### config.mk
export PLATFORM = sky130hd
export DESIGN_NAME = ber_tlv_header_decoder
export DESIGN_NICKNAME = d
export VERILOG_FILES = /design/src/rtl/bth_pkg.sv /design/src/rtl/bth_step.sv /design/src/rtl/bth_out_reg.sv /design/src/rtl/ber_tlv_header_decoder.sv
export SDC_FILE = /design/constraint.sdc
export NUM_CORES = 1
export LEC_CHECK = 0
export BUFFER_PORTS_ARGS = -buffer_cell sky130_fd_sc_hd__buf_2
export CAP_MARGIN = 10
export CORE_MARGIN = 2
export CORE_UTILIZATION = 50
export CTS_CLUSTER_DIAMETER = 120
export DETAILED_ROUTE_END_ITERATION = 16
export HOLD_SLACK_MARGIN = 0.08
export PLACE_DENSITY = 0.7
export SETUP_SLACK_MARGIN = 0.4
export SLEW_MARGIN = 0
export SYNTH_ARGS = -nofsm -noshare
export SYNTH_HDL_FRONTEND = slang
export SYNTH_SLANG_ARGS = --single-unit
### constraint.sdc
create_clock -name clk -period 11.65 [get_ports clk]
set_input_delay 2.33 -clock clk [delete_from_list [all_inputs] [get_ports clk]]
set_output_delay 2.33 -clock clk [all_outputs]
set_load 0.01 [all_outputs]
### src/rtl/bth_pkg.sv
// Shared types, codes and defaults for the BER tag-length header decoder.
`default_nettype none

package bth_pkg;

  // Default parameter values.
  localparam int TagBitsDefault      = 32;
  localparam int MaxLenOctetsDefault = 8;

  // Decoder phase codes.
  localparam logic [1:0] PH_TAG_FIRST = 2'd0;
  localparam logic [1:0] PH_TAG_MORE  = 2'd1;
  localparam logic [1:0] PH_LEN_FIRST = 2'd2;
  localparam logic [1:0] PH_LEN_MORE  = 2'd3;

  // Error codes carried in each header result.
  localparam logic [1:0] ERR_NONE      = 2'd0;
  localparam logic [1:0] ERR_LEN_COUNT = 2'd1;
  localparam logic [1:0] ERR_TAG_OVF   = 2'd2;

  // One incoming header octet.
  typedef struct packed {
    logic [7:0] octet;
    logic       restart;
  } byte_t;

  // One decoded header.
  typedef struct packed {
    logic [1:0]  tag_class;
    logic        constructed;
    logic [31:0] tag_number;
    logic [63:0] length_value;
    logic        indefinite;
    logic        end_of_contents;
    logic [3:0]  header_octets;
    logic [1:0]  error_code;
  } hdr_t;

  // Control state of the decoder: phase and saturating octet count.
  typedef struct packed {
    logic [1:0] phase;
    logic [3:0] count;
  } ctrl_t;

endpackage

`default_nettype wire

### src/rtl/bth_step.sv
// Combinational next-state and result logic for one header octet.
`default_nettype none

module bth_step
  import bth_pkg::*;
#(
  parameter int TAG_BITS       = TagBitsDefault,
  parameter int MAX_LEN_OCTETS = MaxLenOctetsDefault
) (
  input  byte_t                       item,
  input  ctrl_t                       ctrl,
  input  logic [1:0]                  class_reg,
  input  logic                        constructed_reg,
  input  logic [TAG_BITS-1:0]         tag_accum,
  input  logic [63:0]                 length_accum,
  input  logic [$clog2(MAX_LEN_OCTETS+1)-1:0] octets_left,
  output ctrl_t                       ctrl_next,
  output logic [1:0]                  class_next,
  output logic                        constructed_next,
  output logic [TAG_BITS-1:0]         tag_accum_next,
  output logic [63:0]                 length_accum_next,
  output logic [$clog2(MAX_LEN_OCTETS+1)-1:0] octets_left_next,
  output logic                        emit,
  output hdr_t                        result
);

  localparam int LeftW = $clog2(MAX_LEN_OCTETS + 1);

  logic [7:0]           v;
  logic [1:0]           ph;
  logic [3:0]           cnt;
  logic [3:0]           cnt_inc;
  logic [TAG_BITS+6:0]  tag_shift;
  logic [TAG_BITS+31:0] tag_ext;
  logic [63:0]          len_shift;
  logic [LeftW-1:0]     left_dec;
  logic [63:0]          res_len;
  logic                 res_indef;
  logic [1:0]           res_err;

  assign v         = item.octet;
  assign tag_shift = {tag_accum, v[6:0]};
  assign tag_ext   = {32'd0, tag_accum};
  assign len_shift = {length_accum[55:0], v};
  assign left_dec  = (octets_left != '0) ? octets_left - LeftW'(1) : octets_left;

  // A restart drops the partial header before this octet is counted.
  always_comb begin
    ph      = item.restart ? PH_TAG_FIRST : ctrl.phase;
    cnt     = item.restart ? 4'd0 : ctrl.count;
    cnt_inc = (cnt != 4'hF) ? cnt + 4'd1 : cnt;
  end

  // Per-phase decode of the octet.
  always_comb begin
    ctrl_next.phase   = ph;
    ctrl_next.count   = cnt_inc;
    class_next        = class_reg;
    constructed_next  = constructed_reg;
    tag_accum_next    = tag_accum;
    length_accum_next = length_accum;
    octets_left_next  = octets_left;
    emit              = 1'b0;
    res_len           = 64'd0;
    res_indef         = 1'b0;
    res_err           = ERR_NONE;
    case (ph)
      PH_TAG_FIRST: begin
        class_next       = v[7:6];
        constructed_next = v[5];
        if (v[4:0] != 5'h1F) begin
          tag_accum_next  = TAG_BITS'(v[4:0]);
          ctrl_next.phase = PH_LEN_FIRST;
        end else begin
          tag_accum_next  = '0;
          ctrl_next.phase = PH_TAG_MORE;
        end
      end
      PH_TAG_MORE: begin
        // Any set bit in the top seven would be lost by the next shift.
        if (tag_accum[TAG_BITS-1 -: 7] != 7'd0) begin
          emit    = 1'b1;
          res_err = ERR_TAG_OVF;
        end else begin
          tag_accum_next = tag_shift[TAG_BITS-1:0];
          if (!v[7]) begin
            ctrl_next.phase = PH_LEN_FIRST;
          end
        end
      end
      PH_LEN_FIRST: begin
        if (!v[7]) begin
          emit    = 1'b1;
          res_len = {57'd0, v[6:0]};
        end else if (v[6:0] == 7'd0) begin
          emit      = 1'b1;
          res_indef = 1'b1;
        end else if (v[6:0] > 7'(MAX_LEN_OCTETS)) begin
          emit    = 1'b1;
          res_err = ERR_LEN_COUNT;
        end else begin
          octets_left_next  = LeftW'(v[6:0]);
          length_accum_next = 64'd0;
          ctrl_next.phase   = PH_LEN_MORE;
        end
      end
      default: begin
        length_accum_next = len_shift;
        octets_left_next  = left_dec;
        if (left_dec == '0) begin
          emit    = 1'b1;
          res_len = len_shift;
        end
      end
    endcase
    // A finished header rearms the decoder for the next tag.
    if (emit) begin
      ctrl_next.phase = PH_TAG_FIRST;
      ctrl_next.count = 4'd0;
    end
  end

  // Result fields for a completed header.
  always_comb begin
    result.tag_class       = class_reg;
    result.constructed     = constructed_reg;
    result.tag_number      = tag_ext[31:0];
    result.length_value    = res_len;
    result.indefinite      = res_indef;
    result.end_of_contents = (res_err == ERR_NONE) && (class_reg == 2'd0) &&
                             (tag_accum == '0) && !res_indef && (res_len == 64'd0);
    result.header_octets   = cnt_inc;
    result.error_code      = res_err;
  end

endmodule

`default_nettype wire

### src/rtl/bth_out_reg.sv
// Result register that holds a decoded header until it is taken.
`default_nettype none

module bth_out_reg
  import bth_pkg::*;
(
  input  logic clk,
  input  logic rst,
  input  logic load,
  input  hdr_t data_next,
  output logic valid,
  input  logic ready,
  output hdr_t data
);

  // Valid is set by a new result and cleared when the transaction completes.
  always_ff @(posedge clk) begin
    if (rst) begin
      valid <= 1'b0;
    end else if (load) begin
      valid <= 1'b1;
    end else if (ready) begin
      valid <= 1'b0;
    end
  end

  // Payload needs no reset.
  always_ff @(posedge clk) begin
    if (load) begin
      data <= data_next;
    end
  end

endmodule

`default_nettype wire

### src/rtl/ber_tlv_header_decoder.sv
// Top level of the BER tag-length header decoder.
//
//  Channel  | Direction | Handshake              | Payload
//  ---------+-----------+------------------------+------------------------------
//  byte     | into      | byte_valid/byte_ready  | byte_data: octet, restart
//  hdr      | out of    | hdr_valid/hdr_ready    | hdr_data: one decoded header
//
// Octets are decoded in their accept cycle, one per cycle while byte_ready is high.
// A header result is registered in the result register the cycle after its last octet.
// Reset returns the decoder to expect a first tag octet and empties the result register.
// A new octet is taken while the result register is empty or being emptied in
// the same cycle, so a stalled result holds back only the byte channel.
`default_nettype none

module ber_tlv_header_decoder
  import bth_pkg::*;
#(
  parameter int TAG_BITS       = TagBitsDefault,
  parameter int MAX_LEN_OCTETS = MaxLenOctetsDefault
) (
  input  logic  clk,
  input  logic  rst,
  input  logic  byte_valid,
  output logic  byte_ready,
  input  byte_t byte_data,
  output logic  hdr_valid,
  input  logic  hdr_ready,
  output hdr_t  hdr_data
);

  localparam int LeftW = $clog2(MAX_LEN_OCTETS + 1);

  ctrl_t               ctrl;
  ctrl_t               ctrl_next;
  logic [1:0]          class_reg;
  logic [1:0]          class_next;
  logic                constructed_reg;
  logic                constructed_next;
  logic [TAG_BITS-1:0] tag_accum;
  logic [TAG_BITS-1:0] tag_accum_next;
  logic [63:0]         length_accum;
  logic [63:0]         length_accum_next;
  logic [LeftW-1:0]    octets_left;
  logic [LeftW-1:0]    octets_left_next;
  logic                emit;
  hdr_t                result;
  logic                accept;

  assign byte_ready = !hdr_valid || hdr_ready;
  assign accept     = byte_valid && byte_ready;

  bth_step #(
    .TAG_BITS       (TAG_BITS),
    .MAX_LEN_OCTETS (MAX_LEN_OCTETS)
  ) u_step (
    .item              (byte_data),
    .ctrl              (ctrl),
    .class_reg         (class_reg),
    .constructed_reg   (constructed_reg),
    .tag_accum         (tag_accum),
    .length_accum      (length_accum),
    .octets_left       (octets_left),
    .ctrl_next         (ctrl_next),
    .class_next        (class_next),
    .constructed_next  (constructed_next),
    .tag_accum_next    (tag_accum_next),
    .length_accum_next (length_accum_next),
    .octets_left_next  (octets_left_next),
    .emit              (emit),
    .result            (result)
  );

  // Control state advances on every accepted transaction.
  always_ff @(posedge clk) begin
    if (rst) begin
      ctrl.phase <= PH_TAG_FIRST;
      ctrl.count <= 4'd0;
    end else if (accept) begin
      ctrl <= ctrl_next;
    end
  end

  // Header fields gathered so far; each is written before it is read.
  always_ff @(posedge clk) begin
    if (accept) begin
      class_reg       <= class_next;
      constructed_reg <= constructed_next;
      tag_accum       <= tag_accum_next;
      length_accum    <= length_accum_next;
      octets_left     <= octets_left_next;
    end
  end

  bth_out_reg u_out (
    .clk       (clk),
    .rst       (rst),
    .load      (accept && emit),
    .data_next (result),
    .valid     (hdr_valid),
    .ready     (hdr_ready),
    .data      (hdr_data)
  );

endmodule

`default_nettype wire

Word-level counts from Yosys, hierarchy flattened
Cells that the tools add are included.

Bits in writable memories: 0. Input port bits: 13. Flip-flop bits (word level): 209. Bits in read-only memories: 0. Memories kept: 0. Latch bits: 0. Logic and storage cells: 94. Output and inout bits: 109.

Divide/modulo/power cells: 0. $lt $le $gt $ge: 1. Multiplexer cells: 42. Reductions and logical operators: 24. Bitwise operators: 1. Shift-type cells: 0. Equality and inequality tests: 8. Multiply operators: 0. $add $sub $neg: 2.

Operators by type and width (number): $mux W56 (3); $pmux W64 S2 (1); $pmux W56 S2 (1); $logic_not A64 Y1 (1); $mux W64 (1); $pmux W32 S2 (1); $logic_not A32 Y1 (1); $mux W32 (1); $mux W4 (6); $mux W2 (10); $mux W1 (11); $ne A2 B2 Y1 const B (4); $pmux W4 S2 (1); $gt A7 B4 Y1 const B (1); $logic_not A7 Y1 (1); $mux W7 (1); $reduce_bool A7 Y1 (1); $logic_and A1 B1 Y1 (6); $logic_not A2 Y1 (3); $mux W6 (1); $pmux W2 S3 (1); $mux W5 (1); $ne A5 B5 Y1 const B (1); $reduce_and A5 Y1 (1); other kinds (16) (18).

Logic depth before layout (Yosys ltp)
Depth in word-level cells: 10. Depth in mapped cells: 9. Mapped depth without buffers: 8.

Modules after synthesis
Synthesis repeated with hierarchy kept, for this count alone.

Cell total of the unflattened synthesis: 786. Area, all modules: 9564.2 µm².

By module, submodules not included: ber_tlv_header_decoder (area each 3412.0 µm², seq. area each 3213.1 µm², instances 1, cells an instance 133); bth_out_reg (area each 3251.9 µm², seq. area each 3233.1 µm², instances 1, cells an instance 111); bth_step (area each 2900.3 µm², seq. area each 0.0 µm², instances 1, cells an instance 542).

Least setup slack after synthesis
OpenSTA, ideal clock, no wires.

Path type: input-to-reg. Start: input byte_data[0] (netlist bit). End: register u_out.data[0] (netlist bit), enable pin. Arrival: 8.033 ns. Data required time: 11.076 ns. Stages: 8. Path slack: 3.044 ns. Path buffers: 1. Setup time: 0.574 ns. Cells stage by stage: nand2b_1 > inv_1 > ha_1 > o221ai_1 > a21oi_2 > clkbuf_1 > nor3_1 > nor2_1.

Longest elaborated chain between the ends: 4. Elaborated cells between the ends (all ways): 6. Those cells by class: eq/ne: 2; mux: 2; reduce/logical: 2.

Ends and longest elaborated chain: start, declared (line ber_tlv_header_decoder.sv:25) `input byte_t byte_data,`; $mux W2 (*) (line bth_step.sv:49) `ph = item.restart ? PH_TAG_FIRST : ctrl.phase;`; $eq A2 B2 Y1, or another cell as far along (line bth_step.sv:67) `case (ph)`; $pmux W1 S3 (*) (line bth_step.sv:67); $logic_and A1 B1 Y1 (*) (line ber_tlv_header_decoder.sv:97) `.load (accept && emit),`; net u_out.load (line bth_out_reg.sv:9) `input logic load,`; end signal, assigned (line bth_out_reg.sv:30) `data <= data_next;`; end, declared (line bth_out_reg.sv:13) `output hdr_t data`.

Mark *: on every way through the listed nets, which the timed path passes. The rest lies on a longest branch. A chain may end at the register's enable or synchronous reset.

Worst setup path in the final report
Start: input byte_data[0] (netlist bit). End: register u_out.data[50] (netlist bit), enable pin.

Same word-level chain as after synthesis.

==> summary.md <==
| Metric | Value |
|---|---|
| Status | finished, final reports clean |
| Clk pwr share | 42.1% |
| CTS Buffer Depth | 3 |
| Seq cells post-synth | 209 |
| Std cell rows | 46 |
| Core ar. | 16000 sq um |
| Sequential share of the synthesized area | between 70% and 80% |
| WL final | between 15000 and 20000 um |
| Fin crit share | between 50% and 60% |
| Post-Syn Area | 8230 sq um |
| Boundary Pins | around 120 |
| Worst Hold Class | register to register |
| Crit start category | input pin |
| Sw Share | 20.5% |
| Cell-internal power | approximately 1300 uW |
| Final std cells w/o fill | just under 900 |
| Worst path required time | 11760 ps |
| Clock Skews | 10.3 ps |
| CP Max Fanout | 70 |
| Layout overhead on the synthesized area | 18.9% |
| Syn avg cell area | between 15 and 20 sq um |
| Yosys top cell by area | edfxtp_1 |
| CP Cell Sequence | buf_2 -> nand2b_1 -> inv_1 -> ha_1 -> o221ai_1 -> a21oi_4 -> nor3_1 -> nor2_4 -> buf_4 |
| Place WS | approximately 4900 ps |
| Via/cell ratio | 5.21 |
| Clock Root Buffer | clkbuf_16 |
| Metal2 WL | between 7000 and 8000 um |
| Initial antenna violation count | 0 |
| Worst VDD drop | 120 uV |
| Post-synthesis net count | 555 |
| Width of the die | 132 um |
| Starting Density | 51.4% |
| Skew-Pair Late Insertion Delay | 490 ps |
| YS warnings | 0 |
| Pin count of the biggest net entering global routing | 71 |
| Post-route ant nets | 0 |
| Comb power frac | 4.2% |
| Mapped Cells | 536 |
| Asr flop ratio synth | 0% |
| Final nets | a little under 700 |
| Final worst slack | 5440 ps |
| Number of gates resized after cts | 0 |
| Clock Pin Slew Worst Setup and Hold Paths | 70 ps |
| Slowest CP cell | nor2_4 |
| TritonCTS clock tree | done |
| Worst slew margin | 23.7% |
| Vias after detailed routing | 4666 |
| Number of global-route vias before repair | 4608 |
| DR WL met3 | 1060 um |
| Router iterations before antenna repair | 4 |
| Final Max Tran Viols | 0 |
| Top cell type's share of synthesized area | between 70% and 80% |
| Max cap viols | 0 |
| Count of cell types in the netlist | 47 |
| First-pass GRT wire length | 24300 um |
| Largest register FFs | 107 |
| Grt ovf | 0 |
| Sequential Power Share | between 50 and 60% |
| Final Critical Period | 6210 ps |
| # port buffers | 121 |
| Layout cells sized above 1 | 25.2% |
| CTS buffer count | 22 |
| H-tree levels | 1 |
| Area contributors post-synth | edfxtp_1 74%, and2_1 6.4%, nor2b_1 5.6% |
| M1 WL | 6410 um |
| WS Path Type | input pin to register |
| Slowest stage delay, CP | 910 ps |
| Hold_buf cts | 0 |
| Die area | about 18000 sq um |
| Power per Cell Area | 165 nW/um^2 |
| RSZ-0062 raised after global routing | no |
| Dpl hpwl | 10200 um |
| Drt initial violations | 484 |
| Setup crit end kind | register |
| Chip height | about 130 um |
| Final hold vios | 0 |
| Placed cell count | 857 |
| CP arrival | around 6300 ps |
| DRC | 0 |
| Slew @ Worst Pin | 1140 ps |
| Setup TNS | 0 ps |
| All-Layer GR Usage | roughly 17% |
| EDFF count, synth | 202 |
| Post-CTS Setup Bufs | 0 |
| Leakage power | between 0.003 and 0.004 uW |
| Largest registers | u_out.data x107, length_accum x56, tag_accum x32 |
| Top layer in use | met4 |
| Fillers | 1230 |
| Final Wtd Congestion | 0.942 |
| # diodes | 0 |
| Switch Pwr | 331 uW |
| Setup violations, final | 0 |
| Peak Freq | 161 MHz |
| Top FF cell, synth | edfxtp_1 |
| CTS sink count | 209 |
| Largest reg by FF count | u_out.data |
| Wire per inst | 17.3 um |
per-layer routing:
| layer | up-vias | global-route usage (%) |
|---|---|---|
| li1 | 2216 | - |
| met1 | 2258 | 23.0 |
| met2 | 160 | 29.5 |
| met3 | 32 | 3.27 |
| met4 | 0 | 5.62 |
| met5 | - | 0 |
synth_stat cells (all sizes together), types with 2 or more instances:
library cell,instances
inv,11
or2,2
nand4,6
edfxtp,202
nand2b,5
nor4,21
nand3,12
a211oi,2
buf,3
o31ai,4
or3,2
nor3,9
and2,84
a31oi,2
nor2,14
dfxtp,7
clkbuf,17
nand2,12
a21oi,7
nand3b,3
ha,6
o21ai,11
or4,3
nor2b,74
stage by stage:
step	total power (uW)	util, %	area (sq um)	hold slack, ps
floorplan	922	-	8230	400
global placement	948	56.7	9080	437
detailed placement	951	56.7	9080	418
CTS	1630	61.2	9780	434
global route	1670	61.2	9780	438
finish	1610	61.2	9780	435
logic make-up (layout without fill, tap and decap cells):
logic type	Yosys count	after routing	synth area share (%)
mux	2	2	0.258
compound gates	36	36	3.34
simple gates	250	250	18.3
buf+inv	31	174	1.61
flops	209	209	75.4
fa+ha+maj	6	6	0.912
xor+xnor	2	2	0.213
worst max-delay path, delay by kind of cell:
family | cells | cell delay, ps
compound gates | 2 | 1100
simple gates | 3 | 1430
buf+inv | 3 | 1120
fa+ha+maj | 1 | 300
final cells by class:
class                           count  area (sq um)  area share (%)
Clock buffer                       29           598            6.11
Clock inverter                      9           108            1.10
Inverter                           11          41.3           0.422
Multi-Input combinational cell    296          1930            19.7
Sequential cell                   209          6210            63.4
Tap cell                          216           270            2.76
Timing Repair Buffer              125           636            6.50
worst paths after layout:
path / cells past startpoint / end / slack (ps) / start
min: 0 / u_out.data[104] / 440 / constructed_reg
max: 9 / u_out.data[50] / 5440 / byte_data[0]
max reg2reg: 8 / u_out.data[50] / 6930 / octets_left[0]
min reg2reg: 0 / u_out.data[104] / 440 / constructed_reg
placed cells by master (no fill, tap or decap), drive strengths merged, types with 5 or more instances in the layout:
cell type,netlist,routed
edfxtp,202,202
buf,3,125
and2,84,84
nor2b,74,74
clkbuf,17,29
nor4,21,21
nor2,14,14
inv,11,13
nand2,12,12
nand3,12,12
o21ai,11,11
nor3,9,9
dfxtp,7,7
a21oi,7,7
nand4,6,6
ha,6,6
nand2b,5,5
power groups by stage:
stage | clock network (uW) | registers, uW | logic, uW
2_1_floorplan | 0 | 888 | 34.1
4_1_cts | 694 | 867 | 68.0
3_5_place_dp | 0 | 883 | 67.7
5_1_grt | 724 | 870 | 73.9
6_report | 680 | 867 | 67.4
3_3_place_gp | 0 | 882 | 65.7
Note: power is estimated with default switching activity, not from simulation.
